## config.mk

```make
export PLATFORM = sky130hd
export DESIGN_NAME = json_string_escape_utf8_check
export DESIGN_NICKNAME = d
export VERILOG_FILES = /design/src/hdl/jse_pkg.sv /design/src/hdl/jse_plan.sv /design/src/hdl/json_string_escape_utf8_check.sv
export SDC_FILE = /design/constraint.sdc
export NUM_CORES = 1
export LEC_CHECK = 0
export ABC_AREA = 0
export BUFFER_PORTS_ARGS = -buffer_cell sky130_fd_sc_hd__buf_2
export CAP_MARGIN = 30
export CORE_ASPECT_RATIO = 1.2
export CORE_MARGIN = 5
export CORE_UTILIZATION = 49
export CTS_CLUSTER_SIZE = 30
export DETAILED_ROUTE_END_ITERATION = 7
export GPL_TIMING_DRIVEN = 0
export HOLD_SLACK_MARGIN = 0.02
export PLACE_DENSITY = 0.79
export RECOVER_POWER = 25
export REMOVE_ABC_BUFFERS = 1
export SKIP_CTS_REPAIR_TIMING = 1
export SLEW_MARGIN = 0
export SYNTH_ARGS = -nofsm -noshare
export SYNTH_HDL_FRONTEND = slang
export SYNTH_SLANG_ARGS = --single-unit
```

## constraint.sdc

```tcl
create_clock -name clk -period 2.7 [get_ports clk]
set_input_delay 0.54 -clock clk [delete_from_list [all_inputs] [get_ports clk]]
set_output_delay 0.54 -clock clk [all_outputs]
set_load 0.005 [all_outputs]
```

## src/hdl/jse_pkg.sv

```systemverilog
// Package for the JSON string escaper with UTF-8 check.
// Holds request/result payload types, the emit plan type and character constants.
// No dependencies.
`default_nettype none

package jse_pkg;

  typedef struct packed {
    logic [7:0] in_byte;
    logic       in_last;
  } in_t;

  typedef struct packed {
    logic [7:0] out_byte;
    logic       run_end;
    logic       string_end;
  } out_t;

  // Output program for one request: nrep copies of \ufffd, then lit_len literal bytes.
  typedef struct packed {
    logic [2:0]      nrep;
    logic [2:0]      lit_len;
    logic [5:0][7:0] lit;
    logic            last;
  } plan_t;

  localparam logic [7:0] ChBackslash = 8'h5c;
  localparam logic [7:0] ChU         = 8'h75;
  localparam logic [7:0] ChZero      = 8'h30;

  // "\ufffd", first character in the lowest byte
  localparam logic [5:0][7:0] Repl = {8'h64, 8'h66, 8'h66, 8'h66, 8'h75, 8'h5c};
  localparam int unsigned ReplLen = 6;

  localparam logic [20:0] MinCp2   = 21'h000080;
  localparam logic [20:0] MinCp3   = 21'h000800;
  localparam logic [20:0] MinCp4   = 21'h010000;
  localparam logic [20:0] MaxCp    = 21'h10ffff;
  localparam logic [20:0] SurrLo   = 21'h00d800;
  localparam logic [20:0] SurrHi   = 21'h00dfff;

  function automatic logic [7:0] hex_digit(input logic [3:0] nib);
    logic [7:0] r;
    if (nib < 4'd10) begin
      r = 8'h30 + {4'd0, nib};
    end else begin
      r = 8'h57 + {4'd0, nib};
    end
    return r;
  endfunction

endpackage

`default_nettype wire

```

## src/hdl/jse_plan.sv

```systemverilog
// UTF-8 sequence tracker and escape planner.
// Holds the partial multibyte sequence and turns each accepted byte into an emit plan.
// Depends on jse_pkg.
`default_nettype none

module jse_plan (
  input  wire logic           clk,
  input  wire logic           rst,
  input  wire logic           accept,
  input  wire jse_pkg::in_t   in_data,
  output jse_pkg::plan_t      plan
);

  logic [7:0]  held_bytes [3];
  logic [1:0]  held_count;
  logic [2:0]  seq_length;
  logic [20:0] code_point_acc;

  logic [1:0]  held_count_next;
  logic [2:0]  seq_length_next;
  logic [20:0] code_point_acc_next;
  logic        wr_en;
  logic [1:0]  wr_idx;

  logic [7:0]      b;
  logic            is_cont;
  logic [20:0]     cp;
  logic [20:0]     minv;
  logic            cp_ok;
  logic [7:0]      esc;
  logic [5:0][7:0] f_lit;
  logic [2:0]      f_len;
  logic            f_lead;
  logic [2:0]      f_seq;
  logic [20:0]     f_acc;

  assign b       = in_data.in_byte;
  assign is_cont = (b[7:6] == 2'b10);
  assign cp      = {code_point_acc[14:0], b[5:0]};

  always_comb begin
    unique case (seq_length)
      3'd2:    minv = jse_pkg::MinCp2;
      3'd3:    minv = jse_pkg::MinCp3;
      default: minv = jse_pkg::MinCp4;
    endcase
    cp_ok = (cp >= minv) && (cp <= jse_pkg::MaxCp) &&
            !((cp >= jse_pkg::SurrLo) && (cp <= jse_pkg::SurrHi));
  end

  // Judge a byte with nothing held
  always_comb begin
    f_lit  = '0;
    f_len  = 3'd0;
    f_lead = 1'b0;
    f_seq  = 3'd0;
    f_acc  = '0;
    case (b)
      8'h22:   esc = 8'h22;
      8'h5c:   esc = 8'h5c;
      8'h0a:   esc = 8'h6e;
      8'h0d:   esc = 8'h72;
      8'h09:   esc = 8'h74;
      8'h08:   esc = 8'h62;
      8'h0c:   esc = 8'h66;
      default: esc = 8'h00;
    endcase
    if (esc != 8'h00) begin
      f_lit[0] = jse_pkg::ChBackslash;
      f_lit[1] = esc;
      f_len    = 3'd2;
    end else if (b < 8'h20) begin
      f_lit[0] = jse_pkg::ChBackslash;
      f_lit[1] = jse_pkg::ChU;
      f_lit[2] = jse_pkg::ChZero;
      f_lit[3] = jse_pkg::ChZero;
      f_lit[4] = jse_pkg::hex_digit(b[7:4]);
      f_lit[5] = jse_pkg::hex_digit(b[3:0]);
      f_len    = 3'd6;
    end else if (!b[7]) begin
      f_lit[0] = b;
      f_len    = 3'd1;
    end else if (b[7:5] == 3'b110) begin
      f_lead = 1'b1;
      f_seq  = 3'd2;
      f_acc  = {16'd0, b[4:0]};
    end else if (b[7:4] == 4'b1110) begin
      f_lead = 1'b1;
      f_seq  = 3'd3;
      f_acc  = {17'd0, b[3:0]};
    end else if (b[7:3] == 5'b11110) begin
      f_lead = 1'b1;
      f_seq  = 3'd4;
      f_acc  = {18'd0, b[2:0]};
    end else begin
      f_lit = jse_pkg::Repl;
      f_len = 3'(jse_pkg::ReplLen);
    end
  end

  always_comb begin
    held_count_next     = held_count;
    seq_length_next     = seq_length;
    code_point_acc_next = code_point_acc;
    wr_en               = 1'b0;
    wr_idx              = 2'd0;
    plan                = '0;
    plan.last           = in_data.in_last;
    if ((held_count != 2'd0) && is_cont) begin
      if (({1'b0, held_count} + 3'd1) >= seq_length) begin
        held_count_next     = 2'd0;
        seq_length_next     = 3'd0;
        code_point_acc_next = '0;
        if (cp_ok) begin
          for (int k = 0; k < 3; k++) begin
            if (k < int'(held_count)) begin
              plan.lit[k] = held_bytes[k];
            end
          end
          plan.lit[{1'b0, held_count}] = b;
          plan.lit_len = {1'b0, held_count} + 3'd1;
        end else begin
          plan.nrep = {1'b0, held_count} + 3'd1;
        end
      end else begin
        wr_en               = 1'b1;
        wr_idx              = held_count;
        held_count_next     = held_count + 2'd1;
        code_point_acc_next = cp;
        if (in_data.in_last) begin
          plan.nrep           = {1'b0, held_count} + 3'd1;
          held_count_next     = 2'd0;
          seq_length_next     = 3'd0;
          code_point_acc_next = '0;
        end
      end
    end else begin
      plan.nrep    = {1'b0, held_count};
      plan.lit     = f_lit;
      plan.lit_len = f_len;
      held_count_next     = 2'd0;
      seq_length_next     = 3'd0;
      code_point_acc_next = '0;
      if (f_lead) begin
        if (in_data.in_last) begin
          plan.lit     = jse_pkg::Repl;
          plan.lit_len = 3'(jse_pkg::ReplLen);
        end else begin
          wr_en               = 1'b1;
          wr_idx              = 2'd0;
          held_count_next     = 2'd1;
          seq_length_next     = f_seq;
          code_point_acc_next = f_acc;
        end
      end
    end
  end

  always_ff @(posedge clk) begin
    if (rst) begin
      held_count     <= 2'd0;
      seq_length     <= 3'd0;
      code_point_acc <= '0;
    end else if (accept) begin
      held_count     <= held_count_next;
      seq_length     <= seq_length_next;
      code_point_acc <= code_point_acc_next;
    end
  end

  always_ff @(posedge clk) begin
    if (accept && wr_en) begin
      held_bytes[wr_idx] <= b;
    end
  end

endmodule

`default_nettype wire

```

## src/hdl/json_string_escape_utf8_check.sv

```systemverilog
// Top level of the JSON string escaper with UTF-8 check.
// Instantiates jse_plan, holds the plan register, byte emitter and output register.
// Depends on jse_pkg and jse_plan.
`default_nettype none

// Takes one string byte per request and returns its JSON-escaped form, one byte
// per result, with run_end on the last byte of each request's output and
// string_end on the last byte of the string. UTF-8 sequences are held until
// complete and copied if valid; each byte of a bad or truncated sequence becomes
// \ufffd. A request yields 0 to 24 output bytes and holds the emitter until all are
// emitted; a request is taken in the same cycle its predecessor's final byte is
// emitted, so plain ASCII runs at one byte per cycle unless the result side stalls.
// A byte that is only held produces no result. The single output byte per cycle of
// the emitter sets the rate; the output register decouples the result side.
module json_string_escape_utf8_check (
  input  wire logic          clk,
  input  wire logic          rst,
  input  wire logic          in_valid,
  output logic               in_ready,
  input  wire jse_pkg::in_t  in_data,
  output logic               out_valid,
  input  wire logic          out_ready,
  output jse_pkg::out_t      out_data
);

  jse_pkg::plan_t plan_next;
  logic           accept;

  logic [2:0]      rep_left;
  logic [2:0]      rep_pos;
  logic [2:0]      lit_pos;
  logic [2:0]      lit_len;
  logic [5:0][7:0] lit;
  logic            last;

  logic       busy;
  logic       adv;
  logic       final_byte;
  logic [7:0] cur_byte;

  jse_plan u_plan (
    .clk     (clk),
    .rst     (rst),
    .accept  (accept),
    .in_data (in_data),
    .plan    (plan_next)
  );

  assign busy = (rep_left != 3'd0) || (lit_pos != lit_len);
  assign adv  = busy && (!out_valid || out_ready);

  always_comb begin
    if (rep_left != 3'd0) begin
      cur_byte   = jse_pkg::Repl[rep_pos];
      final_byte = (rep_left == 3'd1) && (rep_pos == 3'(jse_pkg::ReplLen - 1)) &&
                   (lit_len == 3'd0);
    end else begin
      cur_byte   = lit[lit_pos];
      final_byte = ((lit_pos + 3'd1) == lit_len);
    end
  end

  assign in_ready = !rst && (!busy || (adv && final_byte));
  assign accept   = in_valid && in_ready;

  always_ff @(posedge clk) begin
    if (rst) begin
      rep_left <= 3'd0;
      rep_pos  <= 3'd0;
      lit_pos  <= 3'd0;
      lit_len  <= 3'd0;
    end else if (accept) begin
      rep_left <= plan_next.nrep;
      rep_pos  <= 3'd0;
      lit_pos  <= 3'd0;
      lit_len  <= plan_next.lit_len;
    end else if (adv) begin
      if (rep_left != 3'd0) begin
        if (rep_pos == 3'(jse_pkg::ReplLen - 1)) begin
          rep_pos  <= 3'd0;
          rep_left <= rep_left - 3'd1;
        end else begin
          rep_pos <= rep_pos + 3'd1;
        end
      end else begin
        lit_pos <= lit_pos + 3'd1;
      end
    end
  end

  always_ff @(posedge clk) begin
    if (accept) begin
      lit  <= plan_next.lit;
      last <= plan_next.last;
    end
  end

  always_ff @(posedge clk) begin
    if (rst) begin
      out_valid <= 1'b0;
    end else if (adv) begin
      out_valid <= 1'b1;
    end else if (out_ready) begin
      out_valid <= 1'b0;
    end
  end

  always_ff @(posedge clk) begin
    if (adv) begin
      out_data.out_byte   <= cur_byte;
      out_data.run_end    <= final_byte;
      out_data.string_end <= final_byte && last;
    end
  end

endmodule

`default_nettype wire

```

==> flow_metrics.tcl, run 1 <==
set metrics [dict create \
    portBuffers 24 \
    max-slew-margin-rel 0.367 \
    detailedPlacementHpwl_microns 8770 \
    fin_cells 719 \
    worst_skew_pair.late_latency_ns 0.42 \
    required_ns 2.78 \
    vdd_ir_drop_max_mv 0.396 \
    worst_hold_path.endpoint "u_plan.seq_length[1]" \
    syn_to_final_growth_pct 22.4 \
    avgRoutedWirePerCell_microns 20.6 \
    fmax_mhz 365 \
    dieWidth_microns 109 \
    r2r_slack_ns -0.04 \
    detail_route.iter0.violations 491 \
    powerDensity_nw_per_um2 875 \
    seq_area_frac_synth 0.550 \
    critical_path_class "reg -> reg" \
    die-height_microns 129 \
    tritoncts "built" \
    post-route-min-period_ns 2.74 \
    violations "negative setup slack" \
    synth_cell_type_count 61 \
    ratio_of_cells_with_drive_above_1_in_the_final_layout 0.253 \
    hold_depth 2 \
    cts_buffers 17 \
    hold_path_startpoint "u_plan.seq_length[1]" \
    grt_usage 0.197 \
    share_of_synthesized_flip_flops_with_an_asynchronous_set_or_reset 0 \
    yosys_warnings 0 \
    initial_core_util 0.502 \
    core_area_sq_um 11600 \
    pin_count_of_the_biggest_net_entering_global_routing 49 \
    grt_antenna_before_repair 0 \
    worstRegToRegCells 7 \
    critical_path.max_stage_delay_ns 0.40 \
    num_antenna_cells 0 \
    worstMarginPinSlew_ns 0.944 \
    finalPower_uw 6220 \
    post_synth.cell_area_avg_sq_um 11.5 \
    synthesis.area_sq_um 5810 \
    post_dp_cell_area_sq_um 6060 \
    timing.critical_path.to_type "flip-flop" \
    edff_count_synth 81 \
    min_period_over_period 1.02 \
    run_status "finished with violations" \
    timing_hold_violations_final 0 \
    drt_pass1_iterations 5 \
    htreeDepth 4 \
    num_rows 43 \
    tritoncts_num_sinks 119 \
    routed-via-count 4426 \
    crit_fanout 8 \
    avgViaCountPerCell 6.16 \
    kind_of_cell_with_the_highest_combined_delay_on_the_critical_path "compound AO/OA/AOI/OAI gates" \
    totalWireLength_microns 14800 \
    worst_clock_skew_ns 0.0110 \
    crit_arrival_ns 2.83 \
    remaining_drc_errors 0 \
    regToRegStartpoint "u_plan.held_count[0]" \
    layout.cells.most_common "edfxtp_1" \
    crit_path_top_delay_cell "a211o_4" \
    r2r-end "u_plan.held_bytes[0][3]" \
    cp_num_buf_inv 1 \
    num_io_pins 25 \
    cts-root-buf "clkbuf_16" \
    drv_slew 0 \
    synth_cells 505 \
    cts.path.max_buffers 2 \
    total_leakage_power_uw 0.00253 \
    worst_hold_path_type "reg -> reg" \
    grt_pass1_vias 4167 \
    clkSlewWorstSetupHoldPaths_ns 0.06 \
    full_die_area_sq_um 14100 \
    synth_seq_cells 119 \
    synth_ff_type "edfxtp_1" \
    setup_ws_ns -0.0417 \
    grt.overflow.total 0 \
    startpoint_type "flip-flop" \
    antenna_left 0 \
    global_route_wire_length_before_repair_microns 21000 \
    final_net_count 585 \
    timing.critical_path.cells "clkinvlp_4, ha_4, ha_1, a21o_1, a211o_4, or3_4, a21oi_4" \
    gpl.final_weighted_congestion 0.842 \
    setup-violations-final 12 \
    commonest_non_fill_non_tap_cells_in_the_layout "edfxtp_1, nor2_1, dfxtp_1, inv_1, buf_2" \
    final_core_utilization 0.615 \
    postLayoutCellArea_sq_um 7110 \
    place_inst 662 \
    count_of_maximum_capacitance_violations 0 \
]
[worst reg2reg max path, stage by stage (launching register included)]
cell,delay [ns]
dfxtp_4,0.38
clkinvlp_4,0.17
ha_4,0.30
ha_1,0.28
a21o_1,0.19
a211o_4,0.40
or3_4,0.37
a21oi_4,0.31
[cells in the mapped netlist (all sizes together), types with 14 or more instances]
master,number,area share
nor2,43,0.028
a22oi,14,0.018
clkbuf,16,0.010
nor3,16,0.016
dfxtp,38,0.13
o21ai,26,0.022
a21oi,21,0.018
nand2,25,0.016
edfxtp,81,0.42
inv,29,0.019
ha,23,0.050
[registers in the layout (all words and copies together) (netlist names), named ones only]
name and count:
last 1, lit_pos 3, u_plan.held_bytes 24, lit 46, u_plan.code_point_acc 15, lit_len 3
out_data 10, rep_left 3, rep_pos 3, u_plan.held_count 2, out_valid 1, u_plan.seq_length 3
[layer usage]
metal  part of all wire  wire length [microns]  track usage
met4              0.039                    585        0.103
met1               0.38                   5610        0.236
met2               0.52                   7710        0.328
met3              0.061                    909       0.0463
met5                  0                      0            0
[how the worst max path moves through the flow]
stage | to | cells past startpoint | slack (ns) | from
3_3_place_gp | lit_len[2] | 8 | -3.24 | lit_pos[0]
3_5_place_dp | u_plan.held_bytes[2][3] | 7 | -0.96 | lit_pos[0]
6_report | u_plan.held_bytes[0][3] | 7 | -0.04 | u_plan.held_count[0]
5_1_grt | lit[9] | 10 | -0.11 | u_plan.seq_length[1]
4_1_cts | u_plan.held_bytes[2][3] | 7 | -0.98 | lit_pos[0]
2_1_floorplan | lit_len[2] | 8 | -1.78 | lit_pos[0]
[metrics by stage]
step	TNS, ns	worst slack [ns]	hold WS (ns)
2_1_floorplan	-130.90	-1.78	0.448
3_3_place_gp	-286.52	-3.24	0.466
3_5_place_dp	-90.31	-0.956	0.471
4_1_cts	-86.15	-0.979	0.412
5_1_grt	-1.28	-0.110	0.490
6_report	-0.361	-0.0417	0.478
[report_power, final]
part,total (uW),internal [uW],switching [uW]
Clock,2160,1340,818
Combinational,1510,652,855
Sequential,2550,2400,156
Total,6220,4390,1830
[final cells by class]
class	instances	area, sq um
timing repair buffer	51	357
inverter	31	128
tap	157	196
multi-input combinational	329	2660
sequential	119	3200
clock buffer	18	429
fill	834	4460
clock inverter	14	136
[logic make-up (layout without fill, tap and decap cells)]
| family | after synthesis | in the layout | synth area share |
|---|---|---|---|
| and+or+nand+nor | 152 | 153 | 0.138 |
| AOI/OAI and AO/OA | 119 | 120 | 0.147 |
| DFF | 119 | 119 | 0.550 |
| buffers and inverters | 59 | 114 | 0.0411 |
| adders and majority gates | 23 | 23 | 0.0495 |
| muxes | 21 | 21 | 0.0551 |
| xor gates and xnor gates | 11 | 11 | 0.0190 |
| other | 1 | 1 | 0.000646 |
(Power assumes the default switching activity.)
==> run 2: changes to the inputs <==
CELL_PAD_IN_SITES_DETAIL_PLACEMENT = 0   (was not set)
CELL_PAD_IN_SITES_GLOBAL_PLACEMENT = 1   (was not set)
CORE_ASPECT_RATIO = 1.75   (was 1.2)
CORE_UTILIZATION = 45   (was 49)
PLACE_DENSITY = 0.87   (was 0.79)
==> flow_metrics.tcl, run 2 (synthesized netlist as in run 1, its figures left out) <==
set metrics [dict create \
    detailedPlacementHpwl_microns 9570 \
    final_net_count 581 \
    post-route-min-period_ns 2.71 \
    powerDensity_nw_per_um2 869 \
    post_dp_cell_area_sq_um 6080 \
    antenna_left 0 \
    setup_ws_ns -0.00780 \
    htreeDepth 4 \
    grt.overflow.total 0 \
    timing.critical_path.to_type "flip-flop" \
    reg_top3 "lit (46), u_plan.held_bytes (24), u_plan.code_point_acc (15)" \
    worst_hold_path_type "in -> reg" \
    full_die_area_sq_um 15400 \
    drt_pass1_iterations 5 \
    totalWireLength_microns 14300 \
    violations "negative setup slack" \
    total_leakage_power_uw 0.00253 \
    vdd_ir_drop_max_mv 0.448 \
    remaining_drc_errors 0 \
    syn_to_final_growth_pct 23.3 \
    tritoncts_num_sinks 119 \
    startpoint_type "flip-flop" \
    routed-via-count 4336 \
    commonest_non_fill_non_tap_cells_in_the_layout "edfxtp_1, nor2_1, dfxtp_1, inv_1, nand2_1" \
    portBuffers 24 \
    cts-root-buf "clkbuf_16" \
    die-height_microns 160 \
    avgRoutedWirePerCell_microns 19.7 \
    grt_pass1_vias 4247 \
    layout.cells.most_common "edfxtp_1" \
    worstMarginPinSlew_ns 0.952 \
    min_period_over_period 1.00 \
    critical_path_class "reg -> reg" \
    hold_path_startpoint "rst" \
    postLayoutCellArea_sq_um 7160 \
    grt_antenna_before_repair 0 \
    avgViaCountPerCell 5.95 \
    setup-violations-final 2 \
    core_area_sq_um 12800 \
    detail_route.iter0.violations 398 \
    num_antenna_cells 0 \
    run_status "finished with violations" \
    drv_slew 0 \
    timing_hold_violations_final 0 \
    largest_register_ffs 46 \
    num_rows 55 \
    crit_fanout 11 \
    fmax_mhz 369 \
    registers.top_by_ff_count "lit" \
    cts_buffers 17 \
    setup.worst_path.start "u_plan.seq_length[1]" \
    initial_core_util 0.454 \
    worst_clock_skew_ns 0.00697 \
    gpl.final_weighted_congestion 0.896 \
    count_of_maximum_capacitance_violations 0 \
    clkSlewWorstSetupHoldPaths_ns 0.06 \
    required_ns 2.90 \
    crit_arrival_ns 2.91 \
    tritoncts "built" \
    worst_skew_pair.late_latency_ns 0.41 \
    pin_count_of_the_biggest_net_entering_global_routing 50 \
    ratio_of_cells_with_drive_above_1_in_the_final_layout 0.256 \
    global_route_wire_length_before_repair_microns 21600 \
    max-slew-margin-rel 0.362 \
    num_io_pins 25 \
    final_core_utilization 0.560 \
    unrepaired_setup_endpoints_after_global_routing "yes" \
    grt_usage 0.186 \
    r2r_slack_ns -0.008 \
    cts.path.max_buffers 2 \
    dieWidth_microns 95.9 \
    regToRegStartpoint "u_plan.seq_length[1]" \
]
run 2: layout make-up:
cell class	instances	area [sq um]
multi-input combinational	328	2690
clock buffer	21	440
sequential	119	3210
clock inverter	11	125
inverter	31	128
fill	1085	5640
timing repair buffer	48	359
tap	171	214
run 2: final timing paths:
check                         endpoint  depth (start not counted)
setup reg to reg               lit[11]                          9
hold reg to reg   u_plan.seq_length[1]                          2
hold / removal               out_valid                          2
setup / recovery               lit[11]                          9
run 2: where the power goes:
part	internal [uW]	switching [uW]	total, uW
Combinational	668	840	1510
Sequential	2400	169	2570
Clock	1360	788	2150
Total	4420	1800	6220
run 2: worst max-delay path, stage by stage, from the launching register on:
cell and delay (ns):
dfxtp_1 0.31, inv_1 0.12, nor3_2 0.07, ha_1 0.27, or4b_2 0.60, o21ai_2 0.18
nand3_2 0.12, a21oi_4 0.25, nand3_4 0.19, o21ai_0 0.38
run 2: per-layer routing:
metal	part of all wire	routed length [microns]	vias to the layer above	track usage
met5	0	0	-	0
met4	0.049	702	0	0.106
met3	0.035	500	42	0.0347
met2	0.57	8130	156	0.341
met1	0.35	5010	2132	0.188
li1	-	-	2006	-
run 2: per-stage QoR:
step           TNS (ns)  std cells  setup slack (ns)  hold WS (ns)  total power [uW]
2_1_floorplan   -130.90        477             -1.78         0.448              3410
3_3_place_gp    -290.23        672             -3.23         0.467              3780
3_5_place_dp     -78.15        676             -1.05         0.494              3870
4_1_cts          -78.23        708             -1.06         0.408              6020
5_1_grt          -0.422        729           -0.0793         0.479              6510
6_report       -0.00892        729          -0.00780         0.488              6220
